**src/hw/rtl/cas_pkg.sv**
```systemverilog
// Shared types, constants and chord/pattern tables for the chord arpeggio sequencer.
// Depends on nothing; used by the channel interfaces and the top level.
package cas_pkg;

  localparam int CAT_W   = 3;
  localparam int NUM_W   = 4;
  localparam int ROOT_W  = 7;
  localparam int NOTE_W  = 8;
  localparam int SLOT_W  = 3;
  localparam int STEP_W  = 6;
  localparam int IV_W    = 5;
  localparam int POS_W   = 4;
  localparam int LEN_W   = 5;
  localparam int REP_W   = 2;
  localparam int REG_IDX_W = 3;
  localparam int CFG_W   = 64;

  localparam logic [LEN_W-1:0] MAX_CUSTOM_STEPS = 5'd16;
  localparam logic [2:0]       MAX_REPEATS      = 3'd4;

  // register indexes
  localparam logic [REG_IDX_W-1:0] REG_PLAYBACK_MODE  = 3'd0;
  localparam logic [REG_IDX_W-1:0] REG_ARP_ORDER      = 3'd1;
  localparam logic [REG_IDX_W-1:0] REG_REPEAT_COUNT   = 3'd2;
  localparam logic [REG_IDX_W-1:0] REG_CUSTOM_PATTERN = 3'd3;
  localparam logic [REG_IDX_W-1:0] REG_CUSTOM_LENGTH  = 3'd4;

  // arpeggio order codes
  localparam logic [2:0] ORD_ASC     = 3'd0;
  localparam logic [2:0] ORD_DESC    = 3'd1;
  localparam logic [2:0] ORD_UPDOWN  = 3'd2;
  localparam logic [2:0] ORD_DOWNUP  = 3'd3;
  localparam logic [2:0] ORD_ALT     = 3'd4;
  localparam logic [2:0] ORD_CENTER  = 3'd5;
  localparam logic [2:0] ORD_EDGES   = 3'd6;
  localparam logic [2:0] ORD_CUSTOM  = 3'd7;

  localparam logic PLAY_BLOCK = 1'b0;
  localparam logic PLAY_ARP   = 1'b1;

  typedef struct packed {
    logic [SLOT_W-1:0]         count;
    logic [4:0][IV_W-1:0]      iv;     // iv[0] is the root interval
  } shape_t;

  function automatic shape_t mk(input logic [2:0] c, input logic [4:0] a, input logic [4:0] b,
                                input logic [4:0] d, input logic [4:0] e, input logic [4:0] f);
    shape_t s;
    s.count = c;
    s.iv = {f, e, d, b, a};
    return s;
  endfunction

  function automatic logic chord_known(input logic [CAT_W-1:0] cat, input logic [NUM_W-1:0] num);
    logic ok;
    unique case (cat)
      3'd0:    ok = (num < 4'd7);
      3'd1:    ok = (num < 4'd4);
      3'd2:    ok = (num < 4'd10);
      3'd3:    ok = (num < 4'd5);
      3'd4:    ok = (num < 4'd10);
      default: ok = 1'b0;
    endcase
    return ok;
  endfunction

  function automatic logic [5:0] chord_index(input logic [CAT_W-1:0] cat,
                                             input logic [NUM_W-1:0] num);
    logic [5:0] base;
    unique case (cat)
      3'd0:    base = 6'd0;
      3'd1:    base = 6'd7;
      3'd2:    base = 6'd11;
      3'd3:    base = 6'd21;
      3'd4:    base = 6'd26;
      default: base = 6'd0;
    endcase
    return base + {2'b00, num};
  endfunction

  function automatic shape_t chord_shape(input logic [5:0] idx);
    shape_t s;
    unique case (idx)
      6'd0:  s = mk(3'd3, 5'd0, 5'd4, 5'd7, 5'd0, 5'd0);
      6'd1:  s = mk(3'd3, 5'd0, 5'd3, 5'd7, 5'd0, 5'd0);
      6'd2:  s = mk(3'd3, 5'd0, 5'd3, 5'd6, 5'd0, 5'd0);
      6'd3:  s = mk(3'd3, 5'd0, 5'd4, 5'd8, 5'd0, 5'd0);
      6'd4:  s = mk(3'd3, 5'd0, 5'd2, 5'd7, 5'd0, 5'd0);
      6'd5:  s = mk(3'd3, 5'd0, 5'd5, 5'd7, 5'd0, 5'd0);
      6'd6:  s = mk(3'd2, 5'd0, 5'd7, 5'd0, 5'd0, 5'd0);
      6'd7:  s = mk(3'd4, 5'd0, 5'd4, 5'd7, 5'd9, 5'd0);
      6'd8:  s = mk(3'd4, 5'd0, 5'd3, 5'd7, 5'd9, 5'd0);
      6'd9:  s = mk(3'd5, 5'd0, 5'd4, 5'd7, 5'd9, 5'd14);
      6'd10: s = mk(3'd5, 5'd0, 5'd3, 5'd7, 5'd9, 5'd14);
      6'd11: s = mk(3'd4, 5'd0, 5'd4, 5'd7, 5'd11, 5'd0);
      6'd12: s = mk(3'd4, 5'd0, 5'd3, 5'd7, 5'd10, 5'd0);
      6'd13: s = mk(3'd4, 5'd0, 5'd4, 5'd7, 5'd10, 5'd0);
      6'd14: s = mk(3'd4, 5'd0, 5'd3, 5'd6, 5'd9, 5'd0);
      6'd15: s = mk(3'd4, 5'd0, 5'd3, 5'd6, 5'd10, 5'd0);
      6'd16: s = mk(3'd4, 5'd0, 5'd3, 5'd7, 5'd11, 5'd0);
      6'd17: s = mk(3'd4, 5'd0, 5'd4, 5'd8, 5'd11, 5'd0);
      6'd18: s = mk(3'd4, 5'd0, 5'd5, 5'd7, 5'd10, 5'd0);
      6'd19: s = mk(3'd4, 5'd0, 5'd4, 5'd6, 5'd10, 5'd0);
      6'd20: s = mk(3'd4, 5'd0, 5'd4, 5'd8, 5'd10, 5'd0);
      6'd21: s = mk(3'd5, 5'd0, 5'd4, 5'd7, 5'd11, 5'd14);
      6'd22: s = mk(3'd5, 5'd0, 5'd3, 5'd7, 5'd10, 5'd14);
      6'd23: s = mk(3'd5, 5'd0, 5'd4, 5'd7, 5'd10, 5'd14);
      6'd24: s = mk(3'd5, 5'd0, 5'd5, 5'd7, 5'd10, 5'd14);
      6'd25: s = mk(3'd5, 5'd0, 5'd4, 5'd7, 5'd10, 5'd13);
      6'd26: s = mk(3'd4, 5'd0, 5'd4, 5'd7, 5'd14, 5'd0);
      6'd27: s = mk(3'd4, 5'd0, 5'd3, 5'd7, 5'd14, 5'd0);
      6'd28: s = mk(3'd4, 5'd0, 5'd4, 5'd7, 5'd17, 5'd0);
      6'd29: s = mk(3'd4, 5'd0, 5'd4, 5'd5, 5'd7, 5'd0);
      6'd30: s = mk(3'd4, 5'd0, 5'd3, 5'd5, 5'd7, 5'd0);
      6'd31: s = mk(3'd4, 5'd0, 5'd5, 5'd7, 5'd14, 5'd0);
      6'd32: s = mk(3'd5, 5'd0, 5'd4, 5'd7, 5'd10, 5'd18);
      6'd33: s = mk(3'd5, 5'd0, 5'd3, 5'd7, 5'd10, 5'd17);
      6'd34: s = mk(3'd5, 5'd0, 5'd3, 5'd7, 5'd11, 5'd17);
      6'd35: s = mk(3'd5, 5'd0, 5'd3, 5'd6, 5'd10, 5'd13);
      default: s = mk(3'd2, 5'd0, 5'd0, 5'd0, 5'd0, 5'd0);
    endcase
    return s;
  endfunction

  // Pattern length for one repeat; n is 2..5.
  function automatic logic [LEN_W-1:0] pattern_len(input logic [2:0] order,
                                                   input logic [SLOT_W-1:0] n,
                                                   input logic [LEN_W-1:0] clen);
    logic [LEN_W-1:0] nn;
    logic [LEN_W-1:0] len;
    nn = {2'b00, n};
    unique case (order)
      ORD_UPDOWN, ORD_DOWNUP: len = (n == 3'd2) ? nn : (nn + nn - 5'd2);
      ORD_CUSTOM: begin
        if (clen == 5'd0)                 len = nn;
        else if (clen > MAX_CUSTOM_STEPS) len = MAX_CUSTOM_STEPS;
        else                              len = clen;
      end
      default: len = nn;
    endcase
    return len;
  endfunction

  // Tone slot at pattern position j; may be out of range only for custom entries.
  function automatic logic [POS_W-1:0] pattern_slot(input logic [2:0] order,
                                                    input logic [SLOT_W-1:0] n,
                                                    input logic [POS_W-1:0] j,
                                                    input logic [LEN_W-1:0] clen,
                                                    input logic [CFG_W-1:0] pat);
    logic [POS_W-1:0] nn;
    logic [POS_W-1:0] s;
    nn = {1'b0, n};
    unique case (order)
      ORD_DESC:   s = nn - 4'd1 - j;
      ORD_UPDOWN: s = (j < nn) ? j : (nn + nn - 4'd2 - j);
      ORD_DOWNUP: s = (j < nn) ? (nn - 4'd1 - j) : (j - nn + 4'd1);
      ORD_ALT:    s = j[0] ? (nn - 4'd1 - (j >> 1)) : (j >> 1);
      ORD_CENTER, ORD_EDGES: begin
        if (n == 3'd3) begin
          unique case (j[1:0])
            2'd0:    s = (order == ORD_CENTER) ? 4'd1 : 4'd0;
            2'd1:    s = (order == ORD_CENTER) ? 4'd0 : 4'd2;
            default: s = (order == ORD_CENTER) ? 4'd2 : 4'd1;
          endcase
        end else if (n == 3'd4) begin
          unique case (j[1:0])
            2'd0:    s = (order == ORD_CENTER) ? 4'd1 : 4'd0;
            2'd1:    s = (order == ORD_CENTER) ? 4'd2 : 4'd3;
            2'd2:    s = (order == ORD_CENTER) ? 4'd0 : 4'd1;
            default: s = (order == ORD_CENTER) ? 4'd3 : 4'd2;
          endcase
        end else if (n == 3'd5) begin
          unique case (j[2:0])
            3'd0:    s = (order == ORD_CENTER) ? 4'd2 : 4'd0;
            3'd1:    s = (order == ORD_CENTER) ? 4'd1 : 4'd4;
            3'd2:    s = (order == ORD_CENTER) ? 4'd3 : 4'd1;
            3'd3:    s = (order == ORD_CENTER) ? 4'd0 : 4'd3;
            default: s = (order == ORD_CENTER) ? 4'd4 : 4'd2;
          endcase
        end else begin
          s = j;  // two tones: both keys tie, slot order
        end
      end
      ORD_CUSTOM: s = (clen == 5'd0) ? j : pat[{j, 2'b00} +: 4];
      default:    s = j;
    endcase
    return s;
  endfunction

endpackage

```
**src/hw/rtl/cas_if.sv**
```systemverilog
// Valid/ready channel interfaces for chord requests and note results.
// Depends on cas_pkg for field widths.
interface cas_req_if;
  logic                         valid;
  logic                         ready;
  logic [cas_pkg::CAT_W-1:0]    chord_category;
  logic [cas_pkg::NUM_W-1:0]    chord_number;
  logic [cas_pkg::ROOT_W-1:0]   root_note;

  modport source (output valid, output chord_category, output chord_number,
                  output root_note, input ready);
  modport sink   (input valid, input chord_category, input chord_number,
                  input root_note, output ready);
endinterface

interface cas_note_if;
  logic                         valid;
  logic                         ready;
  logic [cas_pkg::NOTE_W-1:0]   note_number;
  logic [cas_pkg::SLOT_W-1:0]   tone_slot;
  logic [cas_pkg::STEP_W-1:0]   step_number;
  logic                         last_note;

  modport source (output valid, output note_number, output tone_slot,
                  output step_number, output last_note, input ready);
  modport sink   (input valid, input note_number, input tone_slot,
                  input step_number, input last_note, output ready);
endinterface

```
**src/hw/rtl/chord_arpeggio_sequencer.sv**
```systemverilog
// Chord arpeggio sequencer: one request beat expands into up to 64 note beats.
// A request is accepted in idle, then walked over every pattern step (pattern length
// times repeats, 1..64 steps; block mode uses the tone count), then flushed.
// Unknown chords are accepted and dropped; no new request is taken until the flush ends.
// The step walk and the single root+interval adder set the rate; output stalls hold it.
// Sync reset loads register defaults and clears control; no memory needs clearing.
module chord_arpeggio_sequencer (
  input  logic                             clk,
  input  logic                             rst,
  cas_req_if.sink                          req,
  cas_note_if.source                       note,
  input  logic                             cfg_we,
  input  logic [cas_pkg::REG_IDX_W-1:0]    cfg_index,
  input  logic [cas_pkg::CFG_W-1:0]        cfg_data
);

  typedef enum logic [1:0] {S_IDLE, S_RUN, S_FLUSH} state_t;

  state_t state;

  // configuration registers
  logic                          playback_mode;
  logic [2:0]                    arp_order;
  logic [2:0]                    repeat_count;
  logic [cas_pkg::CFG_W-1:0]     custom_pattern;
  logic [cas_pkg::LEN_W-1:0]     custom_length;

  // request context, loaded at accept
  logic [cas_pkg::ROOT_W-1:0]    root;
  cas_pkg::shape_t               shape;

  // step walk: pattern position, repeat, global step
  logic [cas_pkg::POS_W-1:0]     pos;
  logic [cas_pkg::REP_W-1:0]     rep;
  logic [cas_pkg::STEP_W-1:0]    step;

  // one-note holding stage: a note is released only once we know whether
  // another note follows, so last_note can be set on the final one
  logic                          hold_valid;
  logic [cas_pkg::NOTE_W-1:0]    hold_note;
  logic [cas_pkg::SLOT_W-1:0]    hold_slot;
  logic [cas_pkg::STEP_W-1:0]    hold_step;

  // output register
  logic                          out_valid;
  logic [cas_pkg::NOTE_W-1:0]    out_note;
  logic [cas_pkg::SLOT_W-1:0]    out_slot;
  logic [cas_pkg::STEP_W-1:0]    out_step;
  logic                          out_last;

  logic [2:0]                    order_eff;
  logic [cas_pkg::LEN_W-1:0]     pat_len;
  logic [cas_pkg::POS_W-1:0]     pat_slot;
  logic [cas_pkg::REP_W-1:0]     reps_m1;
  logic                          cand_valid;
  logic [cas_pkg::NOTE_W-1:0]    cand_note;
  logic                          out_free;
  logic                          stall;
  logic                          advance;
  logic                          pat_end;
  logic                          last_step;
  logic                          req_fire;
  logic                          req_known;

  assign req.ready = (state == S_IDLE);
  assign req_fire  = req.valid && req.ready;
  assign req_known = cas_pkg::chord_known(req.chord_category, req.chord_number);

  // block mode walks the tones once in slot order
  assign order_eff = (playback_mode == cas_pkg::PLAY_BLOCK) ? cas_pkg::ORD_ASC : arp_order;
  assign pat_len   = cas_pkg::pattern_len(order_eff, shape.count, custom_length);
  assign pat_slot  = cas_pkg::pattern_slot(order_eff, shape.count, pos, custom_length,
                                           custom_pattern);

  always_comb begin
    if (playback_mode == cas_pkg::PLAY_BLOCK || repeat_count == 3'd0) begin
      reps_m1 = 2'd0;
    end else if (repeat_count > cas_pkg::MAX_REPEATS) begin
      reps_m1 = cas_pkg::REP_W'(cas_pkg::MAX_REPEATS - 3'd1);
    end else begin
      reps_m1 = cas_pkg::REP_W'(repeat_count - 3'd1);
    end
  end

  // out-of-range custom slots give no note but still take a step
  assign cand_valid = (pat_slot < {1'b0, shape.count});
  assign cand_note  = {1'b0, root} + {3'b000, shape.iv[pat_slot[cas_pkg::SLOT_W-1:0]]};

  assign out_free  = !out_valid || note.ready;
  assign stall     = cand_valid && hold_valid && !out_free;
  assign advance   = (state == S_RUN) && !stall;
  assign pat_end   = ({1'b0, pos} == (pat_len - 5'd1));
  assign last_step = pat_end && (rep == reps_m1);

  always_ff @(posedge clk) begin
    if (rst) begin
      state          <= S_IDLE;
      hold_valid     <= 1'b0;
      out_valid      <= 1'b0;
      playback_mode  <= cas_pkg::PLAY_ARP;
      arp_order      <= cas_pkg::ORD_ASC;
      repeat_count   <= 3'd1;
      custom_pattern <= '0;
      custom_length  <= '0;
    end else begin
      if (cfg_we) begin
        unique case (cfg_index)
          cas_pkg::REG_PLAYBACK_MODE:  playback_mode  <= cfg_data[0];
          cas_pkg::REG_ARP_ORDER:      arp_order      <= cfg_data[2:0];
          cas_pkg::REG_REPEAT_COUNT:   repeat_count   <= cfg_data[2:0];
          cas_pkg::REG_CUSTOM_PATTERN: custom_pattern <= cfg_data;
          cas_pkg::REG_CUSTOM_LENGTH:  custom_length  <= cfg_data[cas_pkg::LEN_W-1:0];
          default: ;
        endcase
      end

      if (note.ready) begin
        out_valid <= 1'b0;
      end

      unique case (state)
        S_IDLE: begin
          if (req_fire && req_known) begin
            root  <= req.root_note;
            shape <= cas_pkg::chord_shape(cas_pkg::chord_index(req.chord_category,
                                                               req.chord_number));
            pos   <= '0;
            rep   <= '0;
            step  <= '0;
            state <= S_RUN;
          end
        end
        S_RUN: begin
          if (advance) begin
            if (cand_valid) begin
              if (hold_valid) begin
                out_valid <= 1'b1;
                out_note  <= hold_note;
                out_slot  <= hold_slot;
                out_step  <= hold_step;
                out_last  <= 1'b0;
              end
              hold_valid <= 1'b1;
              hold_note  <= cand_note;
              hold_slot  <= pat_slot[cas_pkg::SLOT_W-1:0];
              hold_step  <= (playback_mode == cas_pkg::PLAY_BLOCK) ? '0 : step;
            end
            step <= step + 6'd1;
            if (last_step) begin
              state <= S_FLUSH;
            end else if (pat_end) begin
              pos <= '0;
              rep <= rep + 2'd1;
            end else begin
              pos <= pos + 4'd1;
            end
          end
        end
        S_FLUSH: begin
          if (!hold_valid) begin
            state <= S_IDLE;
          end else if (out_free) begin
            out_valid  <= 1'b1;
            out_note   <= hold_note;
            out_slot   <= hold_slot;
            out_step   <= hold_step;
            out_last   <= 1'b1;
            hold_valid <= 1'b0;
            state      <= S_IDLE;
          end
        end
        default: state <= S_IDLE;
      endcase
    end
  end

  assign note.valid       = out_valid;
  assign note.note_number = out_note;
  assign note.tone_slot   = out_slot;
  assign note.step_number = out_step;
  assign note.last_note   = out_last;

`ifndef NO_ASSERTIONS
  // the holding stage is always drained before a new request is taken
  a_hold_empty_idle: assert property (@(posedge clk) disable iff (rst)
    (state == S_IDLE) |-> !hold_valid)
    else $error("held note left over in idle");

  // a held note always names a real chord tone
  a_hold_slot_range: assert property (@(posedge clk) disable iff (rst)
    hold_valid |-> (hold_slot < shape.count))
    else $error("held note slot out of range");

  // block-mode notes carry step zero
  a_block_step_zero: assert property (@(posedge clk) disable iff (rst)
    (hold_valid && playback_mode == cas_pkg::PLAY_BLOCK) |-> (hold_step == '0))
    else $error("block mode note with nonzero step");

  // a known chord starts a run
  a_known_starts: assert property (@(posedge clk) disable iff (rst)
    (req_fire && req_known) |=> (state == S_RUN))
    else $error("known chord did not start a run");

  // the step counter moves by one on every advancing step
  a_step_incr: assert property (@(posedge clk) disable iff (rst)
    (advance && !last_step) |=> (step == $past(step) + 6'd1))
    else $error("step counter skipped");
`endif

endmodule

```
**src/flat_wrapper.sv**
```systemverilog
// flat-port wrapper written by rule: the top's interface ports become plain ports
module chord_arpeggio_sequencer_flat 
  (clk, rst, cfg_we, cfg_index, cfg_data, req_valid, req_chord_category, req_chord_number, req_root_note, req_ready, note_valid, note_note_number, note_tone_slot, note_step_number, note_last_note, note_ready);
  cas_req_if req_i ();
  cas_note_if note_i ();
  input  logic clk;
  input  logic rst;
  input  logic cfg_we;
  input  logic [cas_pkg::REG_IDX_W-1:0] cfg_index;
  input  logic [cas_pkg::CFG_W-1:0] cfg_data;
  input wire logic [$bits(req_i.valid)-1:0] req_valid;
  input wire logic [$bits(req_i.chord_category)-1:0] req_chord_category;
  input wire logic [$bits(req_i.chord_number)-1:0] req_chord_number;
  input wire logic [$bits(req_i.root_note)-1:0] req_root_note;
  output wire logic [$bits(req_i.ready)-1:0] req_ready;
  output wire logic [$bits(note_i.valid)-1:0] note_valid;
  output wire logic [$bits(note_i.note_number)-1:0] note_note_number;
  output wire logic [$bits(note_i.tone_slot)-1:0] note_tone_slot;
  output wire logic [$bits(note_i.step_number)-1:0] note_step_number;
  output wire logic [$bits(note_i.last_note)-1:0] note_last_note;
  input wire logic [$bits(note_i.ready)-1:0] note_ready;
  assign req_i.valid = req_valid;
  assign req_i.chord_category = req_chord_category;
  assign req_i.chord_number = req_chord_number;
  assign req_i.root_note = req_root_note;
  assign req_ready = req_i.ready;
  assign note_valid = note_i.valid;
  assign note_note_number = note_i.note_number;
  assign note_tone_slot = note_i.tone_slot;
  assign note_step_number = note_i.step_number;
  assign note_last_note = note_i.last_note;
  assign note_i.ready = note_ready;
  chord_arpeggio_sequencer u_core (.clk(clk), .rst(rst), .req(req_i), .note(note_i), .cfg_we(cfg_we), .cfg_index(cfg_index), .cfg_data(cfg_data));
endmodule
```
**config.mk**
```make
export PLATFORM = sky130hd
export DESIGN_NAME = chord_arpeggio_sequencer_flat
export DESIGN_NICKNAME = d
export VERILOG_FILES = /design/src/hw/rtl/cas_pkg.sv /design/src/hw/rtl/cas_if.sv /design/src/hw/rtl/chord_arpeggio_sequencer.sv /design/src/flat_wrapper.sv
export SDC_FILE = /design/constraint.sdc
export NUM_CORES = 1
export LEC_CHECK = 0
export ABC_AREA = 1
export BUFFER_PORTS_ARGS = -buffer_cell sky130_fd_sc_hd__buf_2
export CAP_MARGIN = 20
export CORE_MARGIN = 3
export CORE_UTILIZATION = 53
export DETAILED_ROUTE_END_ITERATION = 7
export GPL_TIMING_DRIVEN = 0
export PLACE_DENSITY_LB_ADDON = 0.2
export SYNTH_ARGS = -nofsm -noshare
export SYNTH_HDL_FRONTEND = slang
export SYNTH_SLANG_ARGS = --single-unit
```
**constraint.sdc**
```tcl
create_clock -name clk -period 4.84 [get_ports clk]
set_clock_uncertainty 0.1 [all_clocks]
set_input_delay 0.968 -clock clk [delete_from_list [all_inputs] [get_ports clk]]
set_output_delay 0.968 -clock clk [all_outputs]
set_load 0.02 [all_outputs]
```
==> run metrics <==
status=completed; hold depth=0; largest net degree at the start of global routing=18; DRC=0; Rows=46; Worst VDD drop=about 0.29 mV; Post-Route WL=23,300 µm; gpl congestion=roughly 0.92; crit-path max FO=13; Post-Place Cells=approximately 1,500; Critical Path Slowest Stage Cell=fa_1; Worst Hold Class=reg -> reg; vias in the first global route=7,667; CP Data Required Time=just under 5 ns; crit path DAT=around 4.6 ns; Crit path depth=24; setup ws final=approximately 0.34 ns; initial antenna violation count=0; CTS clock-pin slew for the worst setup and hold paths=around 0.07 ns; CTS sink count=153; Die W=between 100 and 150 µm; Worst Tran Pin Value=approximately 0.74 ns; hold buffers post-CTS=0; Tcrit/Tclk final=0.930; WS Path Type=reg -> reg; DR vias=~8,200; nets=about 1,400; Critical Path Start Type=flop; RSZ-0062 raised after global routing=false; crit path time final=around 4.5 ns; endpoint type of the worst setup path=flop; synthesized net count=approximately 1,300; DRT iter0 DRCs=738; DRT antenna net count=0; share of layout cells above drive strength 1=0.157; Mapped Area=roughly 9000 µm²; f_max=around 0.22 GHz; Initial Util=0.554; worst hold slack=around 0.32 ns; post-route cell area=about 10,000 µm²; PnR Total Power=a little over 4 mW; Syn Inst Count=1,152; DR pass1 iterations=7; Max-slew headroom=0.506; reg2reg path depth=24; total number of H-tree levels=4; io pins=~110; Final Hold Vio Count=0; Worst-Skew Late Latency=between 0.4 and 0.5 ns; total gr overflow=0; Leak=4.58 nW; area grow syn2layout=16.5%; Core Area=16,200 µm²; flops & latches, synth=between 150 and 200; main flop type after synthesis=dfxtp_1; GRT Resource Usage Total=0.257; Vias/cell=around 5.4; # setup viols final=0; number of synthesized flops with an enable pin=73; drt wl/cell=roughly 15 µm; post-synthesis sequential area ratio=0.422; Worst path top cell family by delay=compound AO/OA/AOI/OAI gates; Die Height=around 140 µm; Max Cap Violations=0; CTS root buffer=clkbuf_16; synth warn=0; # port buffers=about 110; sum of buffers and inverters on the critical path=7; TritonCTS clock tree=built; slowest stage delay, CP=0.44 ns; final slew viol count=0; Non-Filler Instances=roughly 1,500; Synth cell types=50; pre-CTS setup slack=-0.00838 ns; first-pass GRT wire length=approximately 37,000 µm; Post-Syn Area per Cell=around 7.8 µm²; Detailed Place HPWL=between 15,000 and 20,000 µm; Antenna diodes=0; clock tree buffer depth=2; Placed Instance Area=between 9000 and 10,000 µm²; async set-reset flop share out of synthesis=0; Setup TNS=0 ns; die area=roughly 19,000 µm²; CTS Buf Count=17; critical path cell sequence=buf_2 > inv_1 > clkbuf_4 > ha_1 > inv_1 > o21bai_1 > nand3_1 > nand2_1 > inv_1 > buf_2 > o211ai_1 > o2111ai_1 > nor2_2 > a21oi_4 > nor3_1 > nand2_1 > nand2_1 > ha_1 > inv_1 > fa_1 > o21ai_2 > nand2_1 > a21oi_1 > xor2_1; pwr dens=around 390 nW/µm²; fin util=0.645
[placed cells by master, fill, tap and decap left out, drive strengths merged, types with 3 or more instances in the layout]
| cell type | synthesis | routed |
|---|---|---|
| or2 | 7 | 7 |
| dfxtp | 80 | 80 |
| ha | 51 | 51 |
| xnor2 | 10 | 10 |
| nand3 | 64 | 64 |
| fa | 6 | 6 |
| o21ai | 139 | 139 |
| clkinv | 6 | 11 |
| edfxtp | 73 | 73 |
| buf | 15 | 128 |
| a32oi | 3 | 3 |
| nand2 | 219 | 219 |
| o211ai | 11 | 11 |
| nand4 | 7 | 7 |
| clkbuf | 27 | 45 |
| o311ai | 4 | 4 |
| o221ai | 6 | 6 |
| o2111ai | 5 | 5 |
| a211oi | 3 | 3 |
| a31oi | 6 | 6 |
| xor2 | 9 | 9 |
| nor3 | 8 | 8 |
| inv | 184 | 192 |
| nor2 | 86 | 86 |
| a21oi | 112 | 112 |
[cells by family (layout without fill, tap and decap cells)]
group	count (synthesis)	in the layout	share of synthesized area
adders and majority gates	57	57	0.0843
buffers and inverters	232	378	0.103
and+or+nand+nor	393	393	0.189
xor gates and xnor gates	19	19	0.0185
DFF	153	153	0.422
AOI/OAI and AO/OA	298	298	0.184
[power breakdown]
group	switching, mW	internal, mW
logic	0.825	0.421
registers	0.0369	1.49
clock network	0.616	0.687
total	1.48	2.60
[worst reg2reg max path, stage by stage, from the launching register on]
cell       delay (ns)
edfxtp_1         0.35
buf_2            0.24
inv_1            0.08
clkbuf_4         0.24
ha_1             0.33
inv_1            0.05
o21bai_1         0.13
nand3_1          0.08
nand2_1          0.10
inv_1            0.06
buf_2            0.17
o211ai_1         0.20
o2111ai_1        0.17
nor2_2           0.21
a21oi_4          0.13
nor3_1           0.21
nand2_1          0.09
nand2_1          0.07
ha_1             0.18
inv_1            0.07
fa_1             0.44
o21ai_2          0.20
nand2_1          0.09
a21oi_1          0.18
xor2_1           0.10
[state kept, by name, summed over array words and instances (netlist names), 2 cells and up]
name,count
u_core.custom_pattern,64
u_core.shape,19
u_core.hold_note,8
u_core.note.note_number,8
u_core.root,7
u_core.hold_step,6
u_core.note.step_number,6
u_core.step,6
u_core.custom_length,5
u_core.pos,4
u_core.arp_order,3
u_core.hold_slot,3
u_core.note.tone_slot,3
u_core.repeat_count,3
u_core.rep,2
u_core.state,2
[final timing paths]
kind                                startpoint                                    to  slack (ns)
min          u_core.hold_step[5]$_SDFFCE_PN0P_  u_core.note.step_number[5]$_DFFE_PP_        0.32
max reg2reg        u_core.pos[1]$_SDFFCE_PN0P_         u_core.hold_note[6]$_DFFE_PP_        0.34
max                u_core.pos[1]$_SDFFCE_PN0P_         u_core.hold_note[6]$_DFFE_PP_        0.34
min reg2reg  u_core.hold_step[5]$_SDFFCE_PN0P_  u_core.note.step_number[5]$_DFFE_PP_        0.32
[repair_timing]
| item | CTS | global route |
|---|---|---|
| hold endpoints to repair | 0 | 0 |
| buffers inserted | 2 | 4 |
| resized for setup | 0 | 4 |
| setup endpoints to repair | 1 | 34 |
[layer usage]
layer	vias up	track usage	part of all wire
met5	-	0	0
met3	23	0.0563	0.077
met2	309	0.400	0.45
met1	3789	0.363	0.46
met4	0	0.0677	0.011
li1	4111	-	-
[final cells by class]
cell class | count | area (µm²)
fill | 1467 | 5760
inverter | 190 | 719
clock inverter | 15 | 153
clock buffer | 17 | 425
sequential | 153 | 3790
timing repair buffer | 114 | 612
multi-input combinational | 767 | 4290
buffer | 42 | 209
tap | 216 | 270
[Yosys cell counts (5+ instances only)]
cell type / count / share of area
buf_2: 9 / 0.0050
dfxtp_1: 80 / 0.18
nand3_1: 62 / 0.035
a31oi_1: 6 / 0.0042
nand2_1: 208 / 0.087
o21ai_1: 11 / 0.0061
nor2_1: 79 / 0.033
ha_1: 51 / 0.071
nand2_2: 7 / 0.0049
nand4_1: 7 / 0.0049
nor3_1: 8 / 0.0045
inv_1: 178 / 0.074
clkbuf_1: 27 / 0.011
o211ai_1: 11 / 0.0092
o221ai_1: 6 / 0.0058
xnor2_1: 10 / 0.0097
o21ai_0: 126 / 0.070
inv_2: 6 / 0.0025
edfxtp_1: 73 / 0.24
fa_1: 6 / 0.013
a21oi_1: 109 / 0.061
xor2_1: 9 / 0.0088
o2111ai_1: 5 / 0.0049
No activity file was read; power rests on OpenSTA's default activity.
